==> src/hdl/zrbd_pkg.sv <==
// Shared constants, types and codes for the zero-run block deframer and checker.
package zrbd_pkg;

	localparam int PAYLOAD_BYTES     = 40;
	localparam int SYNC_ZERO_RUN     = 41;
	localparam int BLOCKS_PER_FRAME  = 51;
	localparam int FRAMES_PER_PERIOD = 60;

	// The byte counter also counts the zero run, so it is at least six bits wide.
	localparam int CNT_W = ($clog2(PAYLOAD_BYTES + 1) > 6) ? $clog2(PAYLOAD_BYTES + 1) : 6;

	// Two banks of payload storage: the front fills one while the back walks the other.
	localparam int RAM_DEPTH = 2 * PAYLOAD_BYTES;
	localparam int RAM_AW    = $clog2(RAM_DEPTH);

	localparam int FIFO_DEPTH = 4;
	localparam int FIFO_AW    = $clog2(FIFO_DEPTH);

	localparam int ADDR_W = 3;
	localparam logic CFG_IDX_CAPTURE = 1'b0;

	localparam logic [7:0]       LETTER_BASE  = 8'h41;
	localparam logic [7:0]       LETTER_COUNT = 8'd26;
	localparam logic [5:0]       ERR_MAX      = 6'd63;
	localparam logic [15:0]      LOSS_MAX     = 16'hFFFF;
	localparam logic [CNT_W-1:0] CNT_PAYLOAD  = CNT_W'(PAYLOAD_BYTES);
	localparam logic [CNT_W-1:0] CNT_SYNC     = CNT_W'(SYNC_ZERO_RUN);
	localparam logic [CNT_W-1:0] IDX_LAST     = CNT_W'(PAYLOAD_BYTES - 1);
	localparam logic [5:0]       BLK_LAST     = 6'(BLOCKS_PER_FRAME);
	localparam logic [6:0]       BLK_END      = 7'(BLOCKS_PER_FRAME + 1);
	localparam logic [5:0]       FRAME_LAST   = 6'(FRAMES_PER_PERIOD);
	localparam logic [RAM_AW-1:0] BANK_OFFSET = RAM_AW'(PAYLOAD_BYTES);

	typedef enum logic [1:0] {
		KIND_SCREEN = 2'd0,
		KIND_LOST   = 2'd1,
		KIND_FRAME  = 2'd2
	} kind_t;

	typedef enum logic [1:0] {
		CMD_BLOCK = 2'd0,
		CMD_FRAME = 2'd1,
		CMD_LOSS  = 2'd2
	} cmd_kind_t;

	typedef enum logic [1:0] {
		BK_IDLE = 2'd0,
		BK_RD   = 2'd1,
		BK_USE  = 2'd2,
		BK_LOSS = 2'd3
	} bk_state_t;

	typedef struct packed {
		cmd_kind_t  kind;
		logic [5:0] block;
		logic       bank;
		logic [7:0] trailer;
	} cmd_t;

	typedef struct packed {
		kind_t       kind;
		logic [10:0] screen_index;
		logic [7:0]  screen_byte;
		logic        last;
		logic [5:0]  lost_at_block;
		logic [7:0]  lost_byte;
		logic [5:0]  frame_number;
		logic [5:0]  frame_errors;
		logic        period_done;
		logic        graphic_mode;
		logic [15:0] sync_losses;
	} res_t;

endpackage

==> src/hdl/zrbd_ram.sv <==
// Generic single-write, single-read RAM with registered read data.
module zrbd_ram #(
	parameter int WIDTH = 8,
	parameter int DEPTH = 16
) (
	input  logic                     clk,
	input  logic                     we,
	input  logic [$clog2(DEPTH)-1:0] waddr,
	input  logic [WIDTH-1:0]         wdata,
	input  logic [$clog2(DEPTH)-1:0] raddr,
	output logic [WIDTH-1:0]         rdata
);

	logic [WIDTH-1:0] mem_q [DEPTH];

	always_ff @(posedge clk) begin
		if (we) begin
			mem_q[waddr] <= wdata;
		end
		rdata <= mem_q[raddr];
	end

endmodule

==> src/hdl/zrbd_fifo.sv <==
// Short command queue between the byte front end and the block back end.
module zrbd_fifo import zrbd_pkg::*; (
	input  logic clk,
	input  logic arst_n,
	input  logic push,
	input  cmd_t wcmd,
	input  logic pop,
	output cmd_t rcmd,
	output logic empty,
	output logic full
);

	cmd_t               slot_q [FIFO_DEPTH];
	logic [FIFO_AW-1:0] head_q;
	logic [FIFO_AW-1:0] tail_q;
	logic [FIFO_AW:0]   count_q;

	assign empty = (count_q == '0);
	assign full  = (count_q == (FIFO_AW + 1)'(FIFO_DEPTH));
	assign rcmd  = slot_q[head_q];

	always_ff @(posedge clk) begin
		if (push) begin
			slot_q[tail_q] <= wcmd;
		end
	end

	always_ff @(posedge clk or negedge arst_n) begin
		if (!arst_n) begin
			head_q  <= '0;
			tail_q  <= '0;
			count_q <= '0;
		end else begin
			if (push) begin
				tail_q <= tail_q + 1'b1;
			end
			if (pop) begin
				head_q <= head_q + 1'b1;
			end
			if (push && !pop) begin
				count_q <= count_q + 1'b1;
			end else if (pop && !push) begin
				count_q <= count_q - 1'b1;
			end
		end
	end

endmodule

==> src/hdl/zrbd_front.sv <==
// Front end: zero-run hunt, payload capture into the bank RAM and trailer classification.
module zrbd_front import zrbd_pkg::*; (
	input  logic              clk,
	input  logic              arst_n,
	input  logic              rx_valid,
	output logic              rx_ready,
	input  logic [7:0]        rx_byte,
	output logic              push,
	output cmd_t              push_cmd,
	input  logic              fifo_full,
	input  logic              blk_done,
	output logic              ram_we,
	output logic [RAM_AW-1:0] ram_waddr,
	output logic [7:0]        ram_wdata
);

	logic             hunting_q;
	logic [CNT_W-1:0] cnt_q;
	logic [5:0]       blk_q;
	logic             bank_q;
	logic [1:0]       outst_q;

	logic             collecting;
	logic             accept;
	logic             match;
	logic             blk_push;
	logic [CNT_W-1:0] cnt_inc;
	logic [5:0]       blk_inc;

	assign collecting = !hunting_q && (cnt_q < CNT_PAYLOAD);
	// A bank may be refilled only once the back end holds at most one block that reads it.
	assign rx_ready   = hunting_q || (collecting ? (outst_q < 2'd2) : !fifo_full);
	assign accept     = rx_valid && rx_ready;
	assign match      = (rx_byte == {2'b00, blk_q});
	assign cnt_inc    = cnt_q + 1'b1;
	assign blk_inc    = blk_q + 1'b1;

	assign push     = accept && !hunting_q && !collecting;
	assign blk_push = push && match;

	always_comb begin
		push_cmd.block   = blk_q;
		push_cmd.bank    = bank_q;
		push_cmd.trailer = rx_byte;
		if (!match) begin
			push_cmd.kind = CMD_LOSS;
		end else if (blk_q >= BLK_LAST) begin
			push_cmd.kind = CMD_FRAME;
		end else begin
			push_cmd.kind = CMD_BLOCK;
		end
	end

	assign ram_we    = accept && collecting;
	assign ram_waddr = RAM_AW'(cnt_q) + (bank_q ? BANK_OFFSET : '0);
	assign ram_wdata = rx_byte;

	always_ff @(posedge clk or negedge arst_n) begin
		if (!arst_n) begin
			hunting_q <= 1'b1;
			cnt_q     <= '0;
			blk_q     <= '0;
			bank_q    <= 1'b0;
			outst_q   <= '0;
		end else begin
			if (blk_push && !blk_done) begin
				outst_q <= outst_q + 1'b1;
			end else if (blk_done && !blk_push) begin
				outst_q <= outst_q - 1'b1;
			end
			if (accept) begin
				if (hunting_q) begin
					if (rx_byte == 8'd0) begin
						if (cnt_inc == CNT_SYNC) begin
							hunting_q <= 1'b0;
							blk_q     <= 6'd1;
							cnt_q     <= '0;
						end else begin
							cnt_q <= cnt_inc;
						end
					end else begin
						cnt_q <= '0;
					end
				end else if (collecting) begin
					cnt_q <= cnt_inc;
				end else begin
					cnt_q <= '0;
					if (match) begin
						blk_q  <= blk_inc;
						bank_q <= !bank_q;
						if ({1'b0, blk_inc} == BLK_END) begin
							hunting_q <= 1'b1;
						end
					end else begin
						hunting_q <= 1'b1;
					end
				end
			end
		end
	end

endmodule

==> src/hdl/zrbd_back.sv <==
// Back end: walks stored blocks for screen output or pattern check, closes frames and reports sync losses.
module zrbd_back import zrbd_pkg::*; (
	input  logic              clk,
	input  logic              arst_n,
	input  logic              capture_enable,
	input  logic              fifo_empty,
	output logic              pop,
	input  cmd_t              cmd,
	output logic [RAM_AW-1:0] ram_raddr,
	input  logic [7:0]        ram_rdata,
	output logic              blk_done,
	output logic              res_valid,
	input  logic              res_ready,
	output res_t              res
);

	bk_state_t        state_q, state_d;
	cmd_t             cmd_q, cmd_d;
	logic [CNT_W-1:0] idx_q, idx_d;
	logic [10:0]      base_q, base_d;
	logic [7:0]       letter_q, letter_d;
	logic [5:0]       fc_q, fc_d;
	logic [5:0]       err_q, err_d;
	logic             need_q, need_d;
	logic [15:0]      loss_q, loss_d;
	res_t             res_q, res_d;
	logic             res_valid_q, res_valid_d;

	logic       free;
	logic [7:0] expected;
	logic [7:0] letter_inc;
	logic [5:0] fc_inc;

	assign free       = !res_valid_q || res_ready;
	assign expected   = LETTER_BASE + letter_q;
	assign letter_inc = letter_q + 1'b1;
	assign fc_inc     = fc_q + 1'b1;
	assign ram_raddr  = RAM_AW'(idx_q) + (cmd_q.bank ? BANK_OFFSET : '0);
	assign res_valid  = res_valid_q;
	assign res        = res_q;

	always_comb begin
		state_d     = state_q;
		cmd_d       = cmd_q;
		idx_d       = idx_q;
		base_d      = base_q;
		letter_d    = letter_q;
		fc_d        = fc_q;
		err_d       = err_q;
		need_d      = need_q;
		loss_d      = loss_q;
		res_d       = res_q;
		res_valid_d = res_valid_q && !res_ready;
		pop         = 1'b0;
		blk_done    = 1'b0;

		case (state_q)
			BK_IDLE: begin
				if (!fifo_empty) begin
					pop    = 1'b1;
					cmd_d  = cmd;
					idx_d  = '0;
					base_d = (11'(cmd.block) - 11'd1) * 11'(PAYLOAD_BYTES);
					state_d = (cmd.kind == CMD_LOSS) ? BK_LOSS : BK_RD;
				end
			end
			BK_RD: begin
				state_d = BK_USE;
			end
			BK_USE: begin
				if (cmd_q.kind == CMD_FRAME) begin
					if (free) begin
						res_d              = '0;
						res_d.kind         = KIND_FRAME;
						res_d.last         = 1'b1;
						res_d.frame_number = fc_q;
						res_d.frame_errors = err_q;
						res_d.graphic_mode = (ram_rdata != 8'd0);
						res_valid_d        = 1'b1;
						letter_d = (letter_inc == LETTER_COUNT) ? 8'd0 : letter_inc;
						if (err_q != 6'd0) begin
							err_d  = '0;
							need_d = 1'b1;
						end
						if (fc_inc >= FRAME_LAST) begin
							res_d.period_done = 1'b1;
							res_d.sync_losses = loss_q;
							loss_d            = '0;
							fc_d              = '0;
						end else begin
							fc_d = fc_inc;
						end
						blk_done = 1'b1;
						state_d  = BK_IDLE;
					end
				end else if (capture_enable) begin
					if (free) begin
						res_d              = '0;
						res_d.kind         = KIND_SCREEN;
						res_d.screen_index = base_q + 11'(idx_q);
						res_d.screen_byte  = ram_rdata;
						res_d.last         = (idx_q == IDX_LAST);
						res_valid_d        = 1'b1;
						if (idx_q == IDX_LAST) begin
							blk_done = 1'b1;
							state_d  = BK_IDLE;
						end else begin
							idx_d   = idx_q + 1'b1;
							state_d = BK_RD;
						end
					end
				end else begin
					// Only the first mismatch of a block counts; the rest is skipped.
					if (ram_rdata != expected) begin
						if (need_q) begin
							letter_d = ram_rdata - LETTER_BASE;
							need_d   = 1'b0;
						end else if (err_q < ERR_MAX) begin
							err_d = err_q + 1'b1;
						end
						blk_done = 1'b1;
						state_d  = BK_IDLE;
					end else if (idx_q == IDX_LAST) begin
						blk_done = 1'b1;
						state_d  = BK_IDLE;
					end else begin
						idx_d   = idx_q + 1'b1;
						state_d = BK_RD;
					end
				end
			end
			BK_LOSS: begin
				if (free) begin
					res_d               = '0;
					res_d.kind          = KIND_LOST;
					res_d.last          = 1'b1;
					res_d.lost_at_block = cmd_q.block;
					res_d.lost_byte     = cmd_q.trailer;
					res_valid_d         = 1'b1;
					if (loss_q != LOSS_MAX) begin
						loss_d = loss_q + 1'b1;
					end
					need_d  = 1'b1;
					state_d = BK_IDLE;
				end
			end
			default: begin
				state_d = BK_IDLE;
			end
		endcase
	end

	always_ff @(posedge clk or negedge arst_n) begin
		if (!arst_n) begin
			state_q     <= BK_IDLE;
			letter_q    <= '0;
			fc_q        <= '0;
			err_q       <= '0;
			need_q      <= 1'b1;
			loss_q      <= '0;
			res_valid_q <= 1'b0;
		end else begin
			state_q     <= state_d;
			letter_q    <= letter_d;
			fc_q        <= fc_d;
			err_q       <= err_d;
			need_q      <= need_d;
			loss_q      <= loss_d;
			res_valid_q <= res_valid_d;
		end
	end

	always_ff @(posedge clk) begin
		cmd_q  <= cmd_d;
		idx_q  <= idx_d;
		base_q <= base_d;
		res_q  <= res_d;
	end

endmodule

==> src/hdl/zero_run_block_deframer_checker_unit.sv <==
// Top level of the zero-run block deframer and letter-pattern checker.
//
//   channel   direction  handshake               beat
//   apb       in/out     psel/penable/pready     one register write or read
//   rx        in         rx_valid/rx_ready       one received byte
//   res       out        res_valid/res_ready     one result (screen, lost, frame end)
//
// The front takes one byte per cycle; a trailer waits only for room in the 4-deep queue,
// and a payload byte waits while both RAM banks still hold blocks the back has not walked.
// The back pops a command in its idle state, then takes each stored byte through a read state and a
// use state for the registered RAM read; a frame end reads one byte and a sync loss reads none.
// A full result register stalls the back, and the front once banks or queue fill.
// Reset clears all control state at once; payload storage needs no clearing.
module zero_run_block_deframer_checker_unit import zrbd_pkg::*; (
	input  logic              clk,
	input  logic              arst_n,
	input  logic              psel,
	input  logic              penable,
	input  logic              pwrite,
	input  logic [ADDR_W-1:0] paddr,
	input  logic [31:0]       pwdata,
	output logic [31:0]       prdata,
	output logic              pready,
	input  logic              rx_valid,
	output logic              rx_ready,
	input  logic [7:0]        rx_byte,
	output logic              res_valid,
	input  logic              res_ready,
	output logic [1:0]        kind,
	output logic [10:0]       screen_index,
	output logic [7:0]        screen_byte,
	output logic              last,
	output logic [5:0]        lost_at_block,
	output logic [7:0]        lost_byte,
	output logic [5:0]        frame_number,
	output logic [5:0]        frame_errors,
	output logic              period_done,
	output logic              graphic_mode,
	output logic [15:0]       sync_losses
);

	logic              capture_q;
	logic              push;
	cmd_t              push_cmd;
	logic              pop;
	cmd_t              head_cmd;
	logic              fifo_empty;
	logic              fifo_full;
	logic              blk_done;
	logic              ram_we;
	logic [RAM_AW-1:0] ram_waddr;
	logic [7:0]        ram_wdata;
	logic [RAM_AW-1:0] ram_raddr;
	logic [7:0]        ram_rdata;
	res_t              res;

	assign pready = 1'b1;
	assign prdata = (paddr[2] == CFG_IDX_CAPTURE) ? {31'd0, capture_q} : 32'd0;

	always_ff @(posedge clk or negedge arst_n) begin
		if (!arst_n) begin
			capture_q <= 1'b0;
		end else if (psel && penable && pwrite && paddr[2] == CFG_IDX_CAPTURE) begin
			capture_q <= pwdata[0];
		end
	end

	zrbd_front u_front (
		.clk       (clk),
		.arst_n    (arst_n),
		.rx_valid  (rx_valid),
		.rx_ready  (rx_ready),
		.rx_byte   (rx_byte),
		.push      (push),
		.push_cmd  (push_cmd),
		.fifo_full (fifo_full),
		.blk_done  (blk_done),
		.ram_we    (ram_we),
		.ram_waddr (ram_waddr),
		.ram_wdata (ram_wdata)
	);

	zrbd_ram #(
		.WIDTH (8),
		.DEPTH (RAM_DEPTH)
	) u_ram (
		.clk   (clk),
		.we    (ram_we),
		.waddr (ram_waddr),
		.wdata (ram_wdata),
		.raddr (ram_raddr),
		.rdata (ram_rdata)
	);

	zrbd_fifo u_fifo (
		.clk    (clk),
		.arst_n (arst_n),
		.push   (push),
		.wcmd   (push_cmd),
		.pop    (pop),
		.rcmd   (head_cmd),
		.empty  (fifo_empty),
		.full   (fifo_full)
	);

	zrbd_back u_back (
		.clk            (clk),
		.arst_n         (arst_n),
		.capture_enable (capture_q),
		.fifo_empty     (fifo_empty),
		.pop            (pop),
		.cmd            (head_cmd),
		.ram_raddr      (ram_raddr),
		.ram_rdata      (ram_rdata),
		.blk_done       (blk_done),
		.res_valid      (res_valid),
		.res_ready      (res_ready),
		.res            (res)
	);

	assign kind          = res.kind;
	assign screen_index  = res.screen_index;
	assign screen_byte   = res.screen_byte;
	assign last          = res.last;
	assign lost_at_block = res.lost_at_block;
	assign lost_byte     = res.lost_byte;
	assign frame_number  = res.frame_number;
	assign frame_errors  = res.frame_errors;
	assign period_done   = res.period_done;
	assign graphic_mode  = res.graphic_mode;
	assign sync_losses   = res.sync_losses;

endmodule

==> config.mk <==
export PLATFORM = sky130hd
export DESIGN_NAME = zero_run_block_deframer_checker_unit
export DESIGN_NICKNAME = d
export VERILOG_FILES = /design/src/hdl/zrbd_pkg.sv /design/src/hdl/zrbd_ram.sv /design/src/hdl/zrbd_fifo.sv /design/src/hdl/zrbd_front.sv /design/src/hdl/zrbd_back.sv /design/src/hdl/zero_run_block_deframer_checker_unit.sv
export SDC_FILE = /design/constraint.sdc
export NUM_CORES = 1
export LEC_CHECK = 0
export BUFFER_PORTS_ARGS = -buffer_cell sky130_fd_sc_hd__clkbuf_2
export CAP_MARGIN = 20
export CORE_ASPECT_RATIO = 0.9
export CORE_MARGIN = 2
export CORE_UTILIZATION = 37
export DETAILED_ROUTE_END_ITERATION = 7
export MAX_ROUTING_LAYER = met4
export SETUP_SLACK_MARGIN = 0.02
export SYNTH_ARGS = -nofsm -noshare
export SYNTH_HDL_FRONTEND = slang
export SYNTH_HIERARCHICAL = 1
export SYNTH_SLANG_ARGS = --single-unit
export TNS_END_PERCENT = 30
==> constraint.sdc <==
create_clock -name clk -period 11.9 [get_ports clk]
set_input_delay 1.785 -clock clk [delete_from_list [all_inputs] [get_ports clk]]
set_output_delay 1.785 -clock clk [all_outputs]
set_load 0.05 [all_outputs]
## Yosys cells after proc, flatten, opt, wreduce, memory -nomap -nowiden

Memory sizes are Yosys's and may differ from the RTL's. A register that Yosys moved wholly into a read port is not among the register bits.
Cells that the tools add are included.

- Register bits: 161
- Bits in writable memories: 708
- Output and inout bits: 101
- Logic and storage cells: 242
- Memories: 2

Memories:

| name | depth | width | rd ports | clocked after Yosys merged registers in | wr ports | line | text |
|---|---|---|---|---|---|---|---|
| u_ram.mem_q | 80 | 8 | 1 | 1 | 1 | zrbd_ram.sv:14 | `logic [WIDTH-1:0] mem_q [DEPTH];` |
| u_fifo.slot_q | 4 | 17 | 1 | 0 | 1 | zrbd_fifo.sv:13 | `cmd_t slot_q [FIFO_DEPTH];` |

- $add $sub $neg: 19
- Multipliers: 1
- Order comparisons: 5
- Equal/unequal tests: 35
- Multiplexer cells: 93
- Bitwise gates (word level): 4
- Reduce and logical (&&, ||, !) cells: 50

Operators with widths:

| kind | count |
|---|---|
| $mux 66 | 5 |
| $mux 6 | 25 |
| $pmux 66 s2 | 1 |
| $mux 16 | 6 |
| $mux 8 | 6 |
| $mux 1 | 34 |
| $pmux 16 s2 | 1 |
| $add 6x1->6 const B | 5 |
| $eq 6x6->1 const B | 3 |
| $mux 2 | 9 |
| $add 16x1->16 const B | 1 |
| $ne 16x16->1 const B | 1 |
| $ne 2x1->1 const B | 8 |
| $reduce_bool 2->1 | 8 |
| $reduce_and 5->1 | 3 |
| $add 6x7->7 | 2 |
| $logic_and 1x1->1 | 14 |
| $ge 6x6->1 const B | 2 |
| $lt 6x6->1 const B | 2 |
| $ne 2x2->1 const B | 6 |
| $ne 3x2->1 const B | 4 |
| $pmux 6 s2 | 1 |
| $reduce_and 6->1 | 2 |
| $add 11x6->11 | 1 |
| other kinds (34) | 57 |

## Logic depth before layout (Yosys ltp)

- Depth in word-level cells: 12
- Depth in mapped cells: 14

## Cells and area by module

Netlist, hierarchy kept.

Modules (own cells, without submodules):

| module | instances | cells an instance | area an instance (um^2) | seq. area each (um^2) |
|---|---|---|---|---|
| zrbd_ram | 1 | 1112 | 24902.6 | 19378.6 |
| zrbd_back | 1 | 606 | 6880.3 | 3915.0 |
| zrbd_fifo | 1 | 123 | 2890.3 | 2217.1 |
| zrbd_front | 1 | 136 | 1306.3 | 401.6 |
| zero_run_block_deframer_checker_unit | 1 | 38 | 301.5 | 25.0 |

## Worst setup path after synthesis

No wires, ideal clock.

- Kind: input-to-reg
- From: input res_ready
- To: register u_back.res_q, in the netlist u_back/res[0] (enable)
- Arrival time: 6406 ps
- Data required time: 11329 ps
- Slack: 4923 ps
- Cell stages on the path: 2
- Cells stage by stage: nor2b_1 -> nor3_1

- Cells in the longest elaborated chain, start to end: 3
- Elaborated cells between the ends (all ways): 4
- Classes of those cells: eq/ne: 2; reduce/logical: 2

Ends and longest elaborated chain:

| what | line | text |
|---|---|---|
| start, declared | zero_run_block_deframer_checker_unit.sv:28 | `input logic res_ready,` |
| $logic_or 1x1->1 (*) | zrbd_back.sv:34 | `assign free = !res_valid_q \|\| res_ready;` |
| $ne 2x1->1 (no source line) | n/a |  |
| $reduce_and 4->1 (no source line) (*) | n/a |  |
| end signal, assigned | zrbd_back.sv:177 | `res_q <= res_d;` |
| end, declared | zrbd_back.sv:26 | `res_t res_q, res_d;` |

Every way passes the cells marked *; elsewhere a longest branch is shown, timed or not.
A chain may end at the register's enable or synchronous reset.

## Worst setup path in the final report

- From: register u_back.idx_q[2]
- To: register u_ram.rdata[7] (read register of u_ram.mem_q)

- Cells in the longest elaborated chain, start to end: 1

Ends and longest elaborated chain:

| what | line | text |
|---|---|---|
| start, declared | zrbd_back.sv:19 | `logic [CNT_W-1:0] idx_q, idx_d;` |
| start signal, assigned | zrbd_back.sv:175 | `idx_q <= idx_d;` |
| $add 6x7->7 | zrbd_back.sv:38 | `assign ram_raddr = RAM_AW'(idx_q) + (cmd_q.bank ? BANK_OFFSET : '0);` |
| end, declared | zrbd_ram.sv:11 | `output logic [WIDTH-1:0] rdata` |

Every way passes these cells.

==> summary.txt <==
Placed design
  • Total half-perimeter wirelength after legalization and detailed placement: 47.1 mm
  • Total placed instance area: 0.0377 sq mm
  • Last weighted congestion value of the routability-driven placer: 0.849
  • Number of input and output port buffers inserted: 85

Detailed routing
  • Detailed-route wire length per cell: 22.8 um
  • Via density: 5.44
  • Via count: 18.7k
  • Final ANT Viol Nets: 0
  • Initial DRC Count: 1853
  • DRC violation count after routing: 0
  • Length of the first detailed-routing pass in iterations: 6
  • Total wire length after detailed routing: 78.2 mm

Floorplanning
  • Die Height: 301 um
  • Ports placed on the boundary: 151
  • Die W: 334 um
  • Number of core rows: 108
  • Area enclosed by the die boundary: 0.101 sq mm
  • Initial Util: 37.5%
  • CORE AREA: 0.0968 sq mm

Setup path
  • Required time of the critical path: 12.40 ns
  • Data arrival time of the critical path: 5.07 ns
  • Setup CP Type: flip-flop to flip-flop
  • Largest fanout of any net on the critical path: 57
  • CP Capture Type: flip-flop
  • Setup slack of the most critical reg-to-reg path: 7.33 ns
  • Setup crit start kind: flip-flop

Timing
  • Achievable clock frequency: 0.219 GHz
  • Worst slew margin: 25.7%
  • Worst clock skew on the final layout: 0.0184 ns
  • Slew Limit Fails: 0
  • Share of the clock period used by the worst path after layout: 38.4%
  • Final setup violation count: 0
  • Shortest period the worst path allows: 4.57 ns
  • Final hold violations: 0
  • Setup repair after global routing missed its margin: false
  • Slew of the pin with the lowest slew margin: 1.11 ns
  • Sum Neg Setup Slack: 0 ns

Clock network
  • Clock network latency to the later pin of the worst-skew pair: 0.65 ns
  • Clock sink count: 877
  • Clock tree from TritonCTS: yes
  • Library cell used as clock root buffer: sky130_fd_sc_hd__clkbuf_16
  • Hold-fix buffers, CTS: 0
  • Inserted Clock Buffers: 86
  • Post-CTS setup buffers: 0
  • Number of H-tree levels: 3
  • Clock-pin slew on the worst setup and hold paths: 0.06 ns
  • Worst-case clock buffer depth: 3
  • Resize count post-CTS: 0

Cells and area
  • P&R area growth vs syn: 11.8%
  • Count of inserted antenna diode cells: 0
  • Number of nets in the final layout: 2182
  • Fraction of layout instances using a drive strength above 1: 20.7%
  • Design Area, Final: 0.0406 sq mm

Yosys
  • Async S/R FF share, synth: 7.30%
  • Post-synth EDFFs: 805
  • Mean area per synthesized cell: 18.0 sq um
  • Post-synthesis sequential area ratio: 71.5%
  • Synthesis Warnings: 6
  • Library cell with the largest summed area after synthesis: sky130_fd_sc_hd__edfxtp_1
  • Post-synth top flop: sky130_fd_sc_hd__edfxtp_1
  • Post-synth top area share: 66.6%
  • Yosys reg bits: 877
  • Synth unique cells: 86
  • Synthesized cell area: 0.0363 sq mm
  • Leading cell types by total area after synthesis: sky130_fd_sc_hd__edfxtp_1 67%, sky130_fd_sc_hd__mux4_2 11%, sky130_fd_sc_hd__dfrtp_1 4.3%
  • Number of cells produced by synthesis: 2015

Job
  • Number of maximum-capacitance violations: 0

Outcome
  • Outcome: complete, no violations

Min path
  • Hold crit path type: flip-flop to flip-flop

Global routing
  • Antenna violations before repair: 0
  • Largest net degree at the start of global routing: 109
  • Wire length of the first global-routing pass: 118 mm
  • Via count of the first global-routing pass: 18.5k
  • Tot GR Track Use: 16.0%
  • Overall overflow remaining after global route: 0

Pwr
  • Pwr/cell area: 232 mW/mm^2
  • Leakage dissipation: 0.0136 uW
  • Maximum resistive drop on vdd: 131 uV
-- synthesized netlist by cell type (5+ instances only) --
master and instances:
sky130_fd_sc_hd__a211oi_1 8, sky130_fd_sc_hd__a21o_1 7, sky130_fd_sc_hd__a21oi_1 33, sky130_fd_sc_hd__a221oi_1 9
sky130_fd_sc_hd__a22o_1 9, sky130_fd_sc_hd__a22oi_1 49, sky130_fd_sc_hd__and2_1 8, sky130_fd_sc_hd__and3_1 57
sky130_fd_sc_hd__and3b_1 5, sky130_fd_sc_hd__and4_1 5, sky130_fd_sc_hd__buf_1 14, sky130_fd_sc_hd__buf_2 30
sky130_fd_sc_hd__buf_4 64, sky130_fd_sc_hd__buf_6 9, sky130_fd_sc_hd__clkbuf_1 32, sky130_fd_sc_hd__dfrtp_1 62
sky130_fd_sc_hd__dfxtp_1 8, sky130_fd_sc_hd__edfxtp_1 805, sky130_fd_sc_hd__ha_1 36, sky130_fd_sc_hd__inv_1 26
sky130_fd_sc_hd__mux2i_1 36, sky130_fd_sc_hd__mux4_1 9, sky130_fd_sc_hd__mux4_2 176, sky130_fd_sc_hd__nand2_1 79
sky130_fd_sc_hd__nand2b_1 11, sky130_fd_sc_hd__nand3_1 39, sky130_fd_sc_hd__nand4_1 16, sky130_fd_sc_hd__nor2_1 132
sky130_fd_sc_hd__nor2b_1 16, sky130_fd_sc_hd__nor3_1 25, sky130_fd_sc_hd__nor3b_1 5, sky130_fd_sc_hd__o211ai_1 10
sky130_fd_sc_hd__o21ai_0 28, sky130_fd_sc_hd__or3_1 8, sky130_fd_sc_hd__xnor2_1 33, sky130_fd_sc_hd__xor2_1 30
-- power by group --
part	switching (uW)	internal [uW]	total, uW
logic	1770	1090	2860
clock network	1150	1610	2750
registers	187	3620	3800
total	3100	6320	9420
-- worst max-delay path, cell delays in order, from the launching register on --
cell                       delay (ns)
sky130_fd_sc_hd__edfxtp_1        0.35
sky130_fd_sc_hd__buf_4           0.48
sky130_fd_sc_hd__buf_4           0.77
sky130_fd_sc_hd__buf_4           0.78
sky130_fd_sc_hd__mux4_2          0.61
sky130_fd_sc_hd__a22oi_1         0.30
sky130_fd_sc_hd__nand4_1         0.23
sky130_fd_sc_hd__a22oi_1         0.56
sky130_fd_sc_hd__nand2_1         0.16
-- cell type report --
class | count | area, sq um
clock buffer | 105 | 2270
clock inverter | 52 | 589
fill | 8469 | 56200
inverter | 27 | 101
multi-input combinational | 991 | 9470
sequential | 877 | 25900
tap | 1265 | 1580
timing repair buffer | 110 | 626
-- state kept, by name, summed over array words and instances (netlist names), 2 cells and up --
signal           flops
u_back/state_q       2
u_front/outst_q      2
u_back/err_q         6
u_ram/mem_q        640
u_fifo/head_q        2
u_front/blk_q        6
u_back/fc_q          6
u_fifo/count_q       3
u_back/res          66
u_back/cmd_q        17
u_back/base_q        8
u_ram/rdata          8
u_back/letter_q      8
u_fifo/slot_q       68
u_back/idx_q         6
u_fifo/tail_q        2
u_front/cnt_q        6
u_back/loss_q       16
-- kinds of logic after synthesis --
logic type	after synthesis	synth area share, %
AO/OA/AOI/OAI	195	3.81
XOR/XNOR	63	1.52
adder cells (fa/ha/maj)	39	1.41
buffers and inverters	177	2.83
flip-flops	877	71.5
multiplexers	225	12.7
other	2	0.0207
AND/OR/NAND/NOR	437	6.23
-- path summary, 6_finish.rpt --
path                                     endpoint              start  depth (start not counted)
max in group asynchronous        u_front/cnt_q[5]             arst_n                          2
min in group asynchronous        u_back/loss_q[9]             arst_n                          2
worst min-delay path            u_fifo/count_q[2]  u_fifo/count_q[2]                          1
worst max register to register     u_ram/rdata[7]    u_back/idx_q[2]                          8
worst max-delay path               u_ram/rdata[7]    u_back/idx_q[2]                          8
worst min register to register  u_fifo/count_q[2]  u_fifo/count_q[2]                          1
-- per-stage QoR --
stage | power, uW | utilization, % | worst slack (ns) | instances | hold slack [ns]
after floorplan | 5950 | - | 4.92 | 2045 | 0.456
after detailed placement | 6750 | 39.0 | 7.23 | 3270 | 0.480
final | 9420 | 41.9 | 7.33 | 3427 | 0.487
after CTS | 9510 | 41.9 | 7.21 | 3427 | 0.490
after global placement | 6700 | 39.0 | 7.28 | 3269 | 0.474
after global routing | 9830 | 41.9 | 6.92 | 3427 | 0.521
-- cell usage in the layout (no fill, tap or decap), types with 39 or more instances in the layout --
cell / count
sky130_fd_sc_hd__mux4_2: 176
sky130_fd_sc_hd__nor2_1: 132
sky130_fd_sc_hd__clkbuf_2: 76
sky130_fd_sc_hd__a22oi_1: 49
sky130_fd_sc_hd__and3_1: 57
sky130_fd_sc_hd__clkbuf_16: 87
sky130_fd_sc_hd__nand3_1: 39
sky130_fd_sc_hd__nand2_1: 79
sky130_fd_sc_hd__edfxtp_1: 805
sky130_fd_sc_hd__dfrtp_1: 62
-- layer usage --
metal	share of wire, %	global-route usage, %	vias up
met5	0	-	-
met4	2.1	3.75	0
met3	6.1	3.05	118
met2	47	24.6	613
met1	44	22.2	9768
li1	-	-	8152
(Power assumes the default switching activity.)
